File: config.mk
export PLATFORM = sky130hd
export DESIGN_NAME = ring_resource_arbiter_unit
export DESIGN_NICKNAME = d
export VERILOG_FILES = /design/src/rtl/core/rra_pkg.sv /design/src/rtl/core/ring_resource_arbiter_unit.sv /design/src/rtl/core/rra_coder_mem.sv /design/src/rtl/core/rra_res_mem.sv /design/src/rtl/core/rra_regs.sv
export SDC_FILE = /design/constraint.sdc
export NUM_CORES = 2
export LEC_CHECK = 0
export BUFFER_PORTS_ARGS = -buffer_cell sky130_fd_sc_hd__buf_2
export CAP_MARGIN = 20
export CORE_ASPECT_RATIO = 0.9
export CORE_UTILIZATION = 55
export CTS_CLUSTER_DIAMETER = 150
export DETAILED_ROUTE_END_ITERATION = 16
export PLACE_DENSITY = 0.72
export SLEW_MARGIN = 0
export SYNTH_ARGS = -nofsm -noshare
export SYNTH_HDL_FRONTEND = slang
export SYNTH_SLANG_ARGS = --single-unit
File: constraint.sdc
create_clock -name clk_i -period 16.1 [get_ports clk_i]
set_input_delay 2.415 -clock clk_i [delete_from_list [all_inputs] [get_ports clk_i]]
set_output_delay 2.415 -clock clk_i [all_outputs]
set_load 0.02 [all_outputs]
File: src/rtl/core/rra_pkg.sv
// Shared types and constants of the ring resource arbiter.
package rra_pkg;

  localparam int CoderCount = 8;
  localparam int CoderIdxW  = $clog2(CoderCount);
  localparam int TimeBits   = 32;
  localparam int DlW        = TimeBits + 1;
  localparam int TicketW    = 32;
  localparam int AddrW      = 4;

  typedef logic [CoderIdxW-1:0] cidx_t;

  typedef enum logic [2:0] {
    CMD_ENTER     = 3'd0,
    CMD_LEAVE     = 3'd1,
    CMD_QUERY     = 3'd2,
    CMD_SET_RES   = 3'd3,
    CMD_SET_START = 3'd4
  } cmd_e;

  typedef enum logic [1:0] {
    REG_POLICY   = 2'd0,
    REG_COOLDOWN = 2'd1,
    REG_BURNOUT  = 2'd2
  } reg_e;

  typedef struct packed {
    logic [2:0]  command;
    logic [2:0]  coder_index;
    logic [2:0]  resource_index;
    logic        resource_free_in;
    logic [31:0] stamp_ms;
    logic [31:0] now_ms;
  } req_t;

  typedef struct packed {
    logic        grant;
    logic [31:0] assigned_ticket;
  } rsp_t;

  typedef struct packed {
    logic        policy_mode;
    logic [31:0] cooldown_ms;
    logic [31:0] burnout_ms;
  } cfg_t;

  typedef struct packed {
    logic                waiting;
    logic [TicketW-1:0]  ticket;
    logic [TimeBits-1:0] last_start;
  } coder_ent_t;

  typedef struct packed {
    logic                free;
    logic [TimeBits-1:0] last_release;
  } res_ent_t;

  localparam coder_ent_t CoderEntReset = '{waiting: 1'b0, ticket: '0, last_start: '0};
  localparam res_ent_t   ResEntReset   = '{free: 1'b1, last_release: '0};

endpackage

File: src/rtl/core/ring_resource_arbiter_unit.sv
// Ring resource arbiter: sequencer around the requester and resource memories.
// A new request is taken only after the previous one is written back and its
// result has moved to the output register. Reads are paced by the single read
// port of each memory, one entry a cycle.
// Reset is asynchronous and active low; it clears control state, the valid
// bits of both memories (entries then read as their reset values) and the
// configuration registers.
module ring_resource_arbiter_unit (
  input  logic                      clk_i,
  input  logic                      rst_ni,
  input  logic                      in_valid_i,
  output logic                      in_ready_o,
  input  rra_pkg::req_t             in_req_i,
  output logic                      out_valid_o,
  input  logic                      out_ready_i,
  output rra_pkg::rsp_t             out_rsp_o,
  input  logic                      psel,
  input  logic                      penable,
  input  logic                      pwrite,
  input  logic [rra_pkg::AddrW-1:0] paddr,
  input  logic [31:0]               pwdata,
  output logic [31:0]               prdata,
  output logic                      pready
);
  import rra_pkg::*;

  // One-hot sequencer states.
  typedef enum logic [3:0] {
    ST_IDLE = 4'b0001,
    ST_READ = 4'b0010,
    ST_EVAL = 4'b0100,
    ST_DONE = 4'b1000
  } state_e;

  state_e state_q, state_d;
  cfg_t   cfg;

  // Latched request and its decoded form.
  req_t   req_q;
  cidx_t  ci, cl, cr, crr, ri;
  logic   ci_ok, ri_ok, is_query, is_coder_cmd;
  logic [2:0] steps_total, step_q;

  // Response pipeline of the memory reads.
  logic       rsp_vld_q;
  logic [2:0] rsp_step_q;

  // Values gathered from the memories. Slot 0 is the left neighbour, slot 1
  // the addressed requester and slot 2 the right neighbour. Resource ready
  // bits hold resources left, own, right and right of right.
  logic [2:0]          cw_q;
  logic [TicketW-1:0]  ct_q  [3];
  logic [DlW-1:0]      cdl_q [3];
  logic [TimeBits-1:0] cls_q;
  logic [3:0]          rdy_q;

  logic [TicketW-1:0] next_ticket_q;
  rsp_t               pend_q;
  logic               out_valid_q;
  rsp_t               out_q;

  // Memory ports.
  logic       c_re, r_re, c_we, r_we;
  cidx_t      c_raddr, r_raddr;
  coder_ent_t c_rdata, c_wdata;
  res_ent_t   r_rdata, r_wdata;

  // Evaluation signals.
  logic [TimeBits-1:0] elapsed;
  logic                arr_ready;
  logic [1:0]          c_slot;
  logic                win_l, win_r, could_l, could_r, take;
  rsp_t                result;
  logic                enter_new;

  rra_regs u_regs (
    .clk_i   (clk_i),
    .rst_ni  (rst_ni),
    .psel    (psel),
    .penable (penable),
    .pwrite  (pwrite),
    .paddr   (paddr),
    .pwdata  (pwdata),
    .prdata  (prdata),
    .pready  (pready),
    .cfg_o   (cfg)
  );

  rra_coder_mem u_coder_mem (
    .clk_i   (clk_i),
    .rst_ni  (rst_ni),
    .re_i    (c_re),
    .raddr_i (c_raddr),
    .rdata_o (c_rdata),
    .we_i    (c_we),
    .waddr_i (ci),
    .wdata_i (c_wdata)
  );

  rra_res_mem u_res_mem (
    .clk_i   (clk_i),
    .rst_ni  (rst_ni),
    .re_i    (r_re),
    .raddr_i (r_raddr),
    .rdata_o (r_rdata),
    .we_i    (r_we),
    .waddr_i (ri),
    .wdata_i (r_wdata)
  );

  // Decode of the latched request. Ring neighbours wrap at both ends.
  assign ci    = cidx_t'(req_q.coder_index);
  assign ri    = cidx_t'(req_q.resource_index);
  assign ci_ok = int'(req_q.coder_index) < CoderCount;
  assign ri_ok = int'(req_q.resource_index) < CoderCount;
  assign cl    = (ci == '0) ? cidx_t'(CoderCount - 1) : ci - cidx_t'(1);
  assign cr    = (ci == cidx_t'(CoderCount - 1)) ? '0 : ci + cidx_t'(1);
  assign crr   = (cr == cidx_t'(CoderCount - 1)) ? '0 : cr + cidx_t'(1);

  assign is_query     = ci_ok && (req_q.command == CMD_QUERY);
  assign is_coder_cmd = ci_ok && ((req_q.command == CMD_ENTER) ||
                                  (req_q.command == CMD_LEAVE) ||
                                  (req_q.command == CMD_SET_START));

  // A query reads three requesters and four resources; enter, leave and
  // set_start read back the addressed requester to modify it.
  always_comb begin
    if (is_query) begin
      steps_total = 3'd4;
    end else if (is_coder_cmd) begin
      steps_total = 3'd1;
    end else begin
      steps_total = 3'd0;
    end
  end

  always_comb begin
    c_re    = 1'b0;
    r_re    = 1'b0;
    c_raddr = ci;
    r_raddr = ci;
    if (state_q == ST_READ && step_q < steps_total) begin
      if (is_query) begin
        c_re = step_q < 3'd3;
        r_re = 1'b1;
        case (step_q)
          3'd0: begin
            c_raddr = cl;
            r_raddr = cl;
          end
          3'd1: begin
            c_raddr = ci;
            r_raddr = ci;
          end
          3'd2: begin
            c_raddr = cr;
            r_raddr = cr;
          end
          default: begin
            c_raddr = cr;
            r_raddr = crr;
          end
        endcase
      end else begin
        c_re = 1'b1;
      end
    end
  end

  // A resource is usable when it is free and has rested long enough.
  assign elapsed   = TimeBits'(req_q.now_ms) - r_rdata.last_release;
  assign arr_ready = r_rdata.free && (64'(elapsed) >= 64'(cfg.cooldown_ms));
  assign c_slot    = is_query ? rsp_step_q[1:0] : 2'd1;

  always_ff @(posedge clk_i or negedge rst_ni) begin
    if (!rst_ni) begin
      rsp_vld_q  <= 1'b0;
      rsp_step_q <= '0;
    end else begin
      rsp_vld_q  <= (state_q == ST_READ) && (step_q < steps_total);
      rsp_step_q <= step_q;
    end
  end

  // Capture read data as it returns; the deadline add is done on arrival so
  // that evaluation only compares.
  always_ff @(posedge clk_i) begin
    if (rsp_vld_q) begin
      if (!is_query || rsp_step_q != 3'd3) begin
        cw_q[c_slot]  <= c_rdata.waiting;
        ct_q[c_slot]  <= c_rdata.ticket;
        cdl_q[c_slot] <= DlW'(c_rdata.last_start) + DlW'(cfg.burnout_ms);
        if (c_slot == 2'd1) begin
          cls_q <= c_rdata.last_start;
        end
      end
      if (is_query) begin
        rdy_q[rsp_step_q[1:0]] <= arr_ready;
      end
    end
  end

  // Priority of the addressed requester over a neighbour: a neighbour that is
  // not waiting always yields; otherwise the earlier deadline wins under EDF,
  // and the lower ticket breaks ties or decides alone under FIFO.
  always_comb begin
    win_l = !cw_q[0];
    win_r = !cw_q[2];
    if (cw_q[0]) begin
      if (cfg.policy_mode && cdl_q[1] != cdl_q[0]) begin
        win_l = cdl_q[1] < cdl_q[0];
      end else begin
        win_l = ct_q[1] < ct_q[0];
      end
    end
    if (cw_q[2]) begin
      if (cfg.policy_mode && cdl_q[1] != cdl_q[2]) begin
        win_r = cdl_q[1] < cdl_q[2];
      end else begin
        win_r = ct_q[1] < ct_q[2];
      end
    end
  end

  assign could_l = cw_q[0] && rdy_q[0] && rdy_q[1];
  assign could_r = cw_q[2] && rdy_q[2] && rdy_q[3];
  assign take    = rdy_q[1] && rdy_q[2] && (win_l || !could_l) && (win_r || !could_r);

  // Write-back and result of the request.
  assign enter_new = !cw_q[1];

  always_comb begin
    c_we    = 1'b0;
    r_we    = 1'b0;
    c_wdata = '{waiting: cw_q[1], ticket: ct_q[1], last_start: cls_q};
    r_wdata = '{free: req_q.resource_free_in,
                last_release: TimeBits'(req_q.stamp_ms)};
    result  = '0;
    if (state_q == ST_EVAL) begin
      if (req_q.command == CMD_SET_RES) begin
        r_we = ri_ok;
      end else if (ci_ok) begin
        case (req_q.command)
          CMD_ENTER: begin
            c_we = enter_new;
            c_wdata.waiting = 1'b1;
            c_wdata.ticket  = next_ticket_q;
            result.assigned_ticket = enter_new ? next_ticket_q : ct_q[1];
          end
          CMD_LEAVE: begin
            c_we = 1'b1;
            c_wdata.waiting = 1'b0;
            c_wdata.ticket  = '0;
          end
          CMD_QUERY: begin
            result.grant           = take;
            result.assigned_ticket = ct_q[1];
          end
          CMD_SET_START: begin
            c_we = 1'b1;
            c_wdata.last_start = TimeBits'(req_q.stamp_ms);
            result.assigned_ticket = ct_q[1];
          end
          default: ;
        endcase
      end
    end
  end

  // Sequencer. The result waits in ST_DONE until the output register is free.
  always_comb begin
    state_d = state_q;
    case (state_q)
      ST_IDLE: begin
        if (in_valid_i) begin
          state_d = ST_READ;
        end
      end
      ST_READ: begin
        if (step_q == steps_total) begin
          state_d = ST_EVAL;
        end
      end
      ST_EVAL: state_d = ST_DONE;
      ST_DONE: begin
        if (!out_valid_q || out_ready_i) begin
          state_d = ST_IDLE;
        end
      end
      default: state_d = ST_IDLE;
    endcase
  end

  always_ff @(posedge clk_i or negedge rst_ni) begin
    if (!rst_ni) begin
      state_q       <= ST_IDLE;
      step_q        <= '0;
      next_ticket_q <= TicketW'(1);
      out_valid_q   <= 1'b0;
    end else begin
      state_q <= state_d;
      if (state_q == ST_READ) begin
        step_q <= step_q + 3'd1;
      end else begin
        step_q <= '0;
      end
      if (c_we && req_q.command == CMD_ENTER) begin
        next_ticket_q <= next_ticket_q + TicketW'(1);
      end
      if (state_q == ST_DONE && (!out_valid_q || out_ready_i)) begin
        out_valid_q <= 1'b1;
      end else if (out_ready_i) begin
        out_valid_q <= 1'b0;
      end
    end
  end

  always_ff @(posedge clk_i) begin
    if (state_q == ST_IDLE && in_valid_i) begin
      req_q <= in_req_i;
    end
    if (state_q == ST_EVAL) begin
      pend_q <= result;
    end
    if (state_q == ST_DONE && (!out_valid_q || out_ready_i)) begin
      out_q <= pend_q;
    end
  end

  assign in_ready_o  = (state_q == ST_IDLE);
  assign out_valid_o = out_valid_q;
  assign out_rsp_o   = out_q;

endmodule

File: src/rtl/core/rra_coder_mem.sv
// Requester state memory: one write port, one registered read port.
module rra_coder_mem (
  input  logic                clk_i,
  input  logic                rst_ni,
  input  logic                re_i,
  input  rra_pkg::cidx_t      raddr_i,
  output rra_pkg::coder_ent_t rdata_o,
  input  logic                we_i,
  input  rra_pkg::cidx_t      waddr_i,
  input  rra_pkg::coder_ent_t wdata_i
);
  import rra_pkg::*;

  coder_ent_t             mem_q [CoderCount];
  logic [CoderCount-1:0]  vld_q;
  coder_ent_t             rdata_q;
  logic                   rd_vld_q;

  // Entries never written since reset read as the reset value.
  always_ff @(posedge clk_i or negedge rst_ni) begin
    if (!rst_ni) begin
      vld_q <= '0;
    end else if (we_i) begin
      vld_q[waddr_i] <= 1'b1;
    end
  end

  always_ff @(posedge clk_i) begin
    if (we_i) begin
      mem_q[waddr_i] <= wdata_i;
    end
    if (re_i) begin
      rdata_q  <= mem_q[raddr_i];
      rd_vld_q <= vld_q[raddr_i];
    end
  end

  assign rdata_o = rd_vld_q ? rdata_q : CoderEntReset;

endmodule

File: src/rtl/core/rra_res_mem.sv
// Resource state memory: one write port, one registered read port.
module rra_res_mem (
  input  logic              clk_i,
  input  logic              rst_ni,
  input  logic              re_i,
  input  rra_pkg::cidx_t    raddr_i,
  output rra_pkg::res_ent_t rdata_o,
  input  logic              we_i,
  input  rra_pkg::cidx_t    waddr_i,
  input  rra_pkg::res_ent_t wdata_i
);
  import rra_pkg::*;

  res_ent_t               mem_q [CoderCount];
  logic [CoderCount-1:0]  vld_q;
  res_ent_t               rdata_q;
  logic                   rd_vld_q;

  // Entries never written since reset read as free and released at time zero.
  always_ff @(posedge clk_i or negedge rst_ni) begin
    if (!rst_ni) begin
      vld_q <= '0;
    end else if (we_i) begin
      vld_q[waddr_i] <= 1'b1;
    end
  end

  always_ff @(posedge clk_i) begin
    if (we_i) begin
      mem_q[waddr_i] <= wdata_i;
    end
    if (re_i) begin
      rdata_q  <= mem_q[raddr_i];
      rd_vld_q <= vld_q[raddr_i];
    end
  end

  assign rdata_o = rd_vld_q ? rdata_q : ResEntReset;

endmodule

File: src/rtl/core/rra_regs.sv
// APB-style configuration registers of the ring resource arbiter.
module rra_regs (
  input  logic                      clk_i,
  input  logic                      rst_ni,
  input  logic                      psel,
  input  logic                      penable,
  input  logic                      pwrite,
  input  logic [rra_pkg::AddrW-1:0] paddr,
  input  logic [31:0]               pwdata,
  output logic [31:0]               prdata,
  output logic                      pready,
  output rra_pkg::cfg_t             cfg_o
);
  import rra_pkg::*;

  cfg_t cfg_q;
  logic wr_en;
  reg_e sel;

  assign wr_en  = psel && penable && pwrite;
  assign sel    = reg_e'(paddr[3:2]);
  assign pready = 1'b1;

  always_ff @(posedge clk_i or negedge rst_ni) begin
    if (!rst_ni) begin
      cfg_q <= '0;
    end else if (wr_en) begin
      case (sel)
        REG_POLICY:   cfg_q.policy_mode <= pwdata[0];
        REG_COOLDOWN: cfg_q.cooldown_ms <= pwdata;
        REG_BURNOUT:  cfg_q.burnout_ms  <= pwdata;
        default: ;
      endcase
    end
  end

  always_comb begin
    case (sel)
      REG_POLICY:   prdata = {31'd0, cfg_q.policy_mode};
      REG_COOLDOWN: prdata = cfg_q.cooldown_ms;
      REG_BURNOUT:  prdata = cfg_q.burnout_ms;
      default:      prdata = '0;
    endcase
  end

  assign cfg_o = cfg_q;

endmodule
==> impl_metrics.yaml <==
status:
  outcome: "finished clean"
power:
  power_frac_seq: 0.476
  clkPwrFrac: 0.345
  combPwrFrac: 0.179
  powerDensity_nw_per_um2: 138
  switching_share: 0.287
  ir_worst_vdd_uv: 109
  p_sw_w: 0.00265
  intPower_w: 0.00657
  power.leakage_nw: 25.6
yosys:
  synth_cells: 4826
  synth.area.mux_share: 0.0128
  synth_edf_count: 1258
  yosysWarnings: 0
  synthSimpleGateAreaFrac: 0.153
  syn_nets: 5181
  ys_ff_latch: 1382
  synth_largest_area_cell: "edfxtp_1"
  yosys.area_share.xor_xnor: 0.0130
  synth_top_family_by_area: "simple AND/OR/NAND/NOR gates"
  synth-async-reset-ratio: 0.0897
  synth_area_leaders: "edfxtp_1 (63%), nand2_1 (6.9%), dfrtp_1 (5.1%)"
  postSynthAreaPerCell_sq_um: 12.4
  synth_cell_types: 74
  synthAdderAreaFrac: 0.0500
  synth_compound_area_frac: 0.0589
  synth_top_area_frac: 0.632
  ys_seq_area_frac: 0.684
  synth_top_flop_cell: "edfxtp_1"
  netlist_area_sq_um: 59800
global_routing:
  grt_pass1_vias: 36540
  overflow: 0
  grt_use_total: 0.263
  grt_max_degree: 199
  grt_pass1_wl_mm: 219
  grt_antenna_before_repair: 11
sta:
  setup_viol: 0
  fin_skew_ps: 39.0
  relSlewSlack: 0.207
  clock.fmax_mhz: 164
  period_minus_slack_ps: 6100
  maxSlewViolCount: 0
  rsz0062_at_grt: "no"
  timing.final.crit_share: 0.379
  hold_viol: 0
  worstMarginPinSlew_ps: 1190
  fin_setup_tns_ps: 0
worst_setup_path:
  reg2regPathDepth: 23
  crit_path_top_delay_cell: "buf_4"
  arrival_ps: 3690
  crit_chain: "buf_2 -> nor2b_2 -> buf_4 -> a22o_1 -> buf_2"
  worst-path-max-fanout: 26
  max_stage_delay_ps: 380
  crit_cells: 5
  critical_path.startpoint_type: "input port"
  critPathKind: "input port to output port"
  cp-end-kind: "output port"
  cp_common_cell: "buf_2"
  cp.required_ps: 13690
  cpLargestDelayFamily: "buffers and inverters"
  cp_num_buf_inv: 3
drt:
  wirelength_mm: 144
  avgRoutedWirePerCell_um: 22.1
  drc: 0
  vias: 38439
  drt_iter0_markers: 4346
  postRouteAntennaNets: 0
  vias_per_cell: 5.87
  firstDrtPassIters: 6
cells_and_area:
  nets: 5338
  synthToLayoutAreaGrowth_pct: 11.7
  layout-drive-gt1-share: 0.114
  fillers: 8119
  fin_cells: 6548
  layout_common_cells: "edfxtp_1 (1,258), nand2_1 (1,105), nand3_1 (523)"
  layout_commonest_cell: "edfxtp_1"
clocking:
  ctsHoldBuffers: 0
  insertion_delay_ps: 760
  root_buffer: "clkbuf_16"
  cts.reportedPaths.clkPinSlew_ps: 60
  cts_setup_buffers: 0
  clock_path_buffers: 3
  cts_made_buffers: 140
  htreeDepth: 4
  cts_tree: "yes"
  cts_resized: 0
  clock_sinks: 1382
die:
  die_area_sq_um: 110000
  fp-row-count: 114
  initial_core_util: 0.556
  num_io_pins: 185
  core_sq_um: 108000
  die_h_um: 315
  die_w_um: 350
run:
  maxCapViolCount: 0
placed_design:
  dp_hpwl_mm: 86.7
  place_inst: 6291
  port_buffers: 181
  routabilityCongestion: 0.903
worst_hold_path:
  worstHoldPathCells: 0
  min_path_type: "flip-flop to flip-flop"
==> power groups by stage <==
| stage | clock (W) | sequential (W) | combinational (W) |
|---|---|---|---|
| 6_report | 0.00318 | 0.00439 | 0.00165 |
| 3_3_place_gp | 0 | 0.00445 | 0.00159 |
| 2_1_floorplan | 0 | 0.00437 | 0.00118 |
| 5_1_grt | 0.00335 | 0.00440 | 0.00183 |
| 4_1_cts | 0.00321 | 0.00438 | 0.00164 |
| 3_5_place_dp | 0 | 0.00446 | 0.00163 |
==> cell type report <==
type                       instances  area [sq um]  share of cell area
timing repair buffer             239          1390              0.0207
clock inverter                    76           713              0.0107
antenna                            2          5.00           0.0000749
clock buffer                     179          3790              0.0568
sequential                      1382         40900               0.612
inverter                         197           739              0.0111
multi-input combinational       3023         17500               0.261
tap                             1450          1810              0.0272
==> worst paths after layout <==
kind                                              start                               end  slack [ps]
max                                            paddr[2]                         prdata[2]       10000
min                             pend_q[4]$_SDFFCE_PN0P_            out_rsp_o[4]$_DFFE_PP_         410
max reg2reg                u_res_mem.rd_vld_q$_DFFE_PP_                rdy_q[1]$_DFFE_PP_       10220
min reg2reg                     pend_q[4]$_SDFFCE_PN0P_            out_rsp_o[4]$_DFFE_PP_         410
max in group asynchronous                        rst_ni  u_coder_mem.vld_q[1]$_DFFE_PN0P_       13060
min in group asynchronous                        rst_ni      u_regs.cfg_o[49]$_DFFE_PN0P_        1700
==> state kept, by name, indices dropped and copies added, names as in the netlist, 3 cells and up <==
signal               count
cdl_q                   99
ci                       3
cls_q                   32
ct_q                    96
cw_q                     3
next_ticket_q           32
out_rsp_o               33
pend_q                  33
r_wdata                 33
rdy_q                    4
req_q                   35
ri                       3
state_q                  4
step_q                   3
u_coder_mem.mem_q      520
u_coder_mem.rdata_q     65
u_coder_mem.vld_q        8
u_regs.cfg_o            65
u_res_mem.mem_q        264
u_res_mem.rdata_q       33
u_res_mem.vld_q          8
==> logic make-up (layout without fill, tap and decap cells) <==
| family | after synthesis | in the layout |
|---|---|---|
| AND/OR/NAND/NOR | 2065 | 2065 |
| buffers and inverters | 421 | 691 |
| flip-flops | 1382 | 1382 |
| AO/OA/AOI/OAI | 562 | 562 |
| other | 1 | 3 |
| XOR/XNOR | 89 | 89 |
| multiplexers | 68 | 68 |
| adder cells (fa/ha/maj) | 238 | 238 |
==> worst reg2reg max path: cells and delay by family (launching register included) <==
kind | cells | cell delay, ps
adders and majority gates | 3 | 860
DFF | 1 | 350
and+or+nand+nor | 4 | 560
buffers and inverters | 2 | 420
xor gates and xnor gates | 1 | 150
AOI/OAI and AO/OA | 13 | 3220
==> through the flow <==
stage | setup WS, ps | power [W] | hold slack (ps) | utilization | instance area [sq um]
after floorplan | 7580 | 0.00555 | 400 | - | 59800
after global placement | 10030 | 0.00604 | 401 | 0.579 | 62300
after detailed placement | 10050 | 0.00608 | 405 | 0.579 | 62300
after CTS | 10040 | 0.00924 | 408 | 0.621 | 66800
after global routing | 9910 | 0.00958 | 415 | 0.621 | 66800
final | 10000 | 0.00922 | 410 | 0.621 | 66800
==> per-layer routing <==
layer  GRT usage  up-vias  routed length, um  share of wire
li1            -    17643                  -              -
met1       0.381    18886              61200           0.42
met2       0.404     1643              66200           0.46
met3      0.0430      267              12200          0.084
met4      0.0962        0               4870          0.034
met5           0        -                  0              0
==> synth_stat cells, types with 7 or more instances <==
| cell | n |
|---|---|
| a21oi_1 | 129 |
| nor2_1 | 156 |
| o31ai_1 | 8 |
| o21ai_0 | 90 |
| nand4_1 | 45 |
| a21o_1 | 74 |
| mux2_2 | 66 |
| or2_2 | 22 |
| xnor2_1 | 68 |
| a22o_1 | 31 |
| and2_1 | 73 |
| buf_4 | 9 |
| a31oi_1 | 10 |
| nand3b_1 | 31 |
| ha_1 | 236 |
| dfrtp_1 | 122 |
| a22oi_1 | 33 |
| buf_1 | 14 |
| nand2_1 | 1106 |
| nor3b_1 | 7 |
| edfxtp_1 | 1258 |
| and4_1 | 7 |
| inv_1 | 197 |
| nor2b_1 | 22 |
| xor2_1 | 21 |
| o211ai_1 | 8 |
| nand3_1 | 523 |
| nand2b_1 | 22 |
| o21a_1 | 15 |
| o21ai_1 | 101 |
| nor3_1 | 27 |
| clkbuf_1 | 139 |
| o21bai_1 | 9 |
| nor4_1 | 7 |
| buf_2 | 61 |
Power figures use the tool's default switching activity.
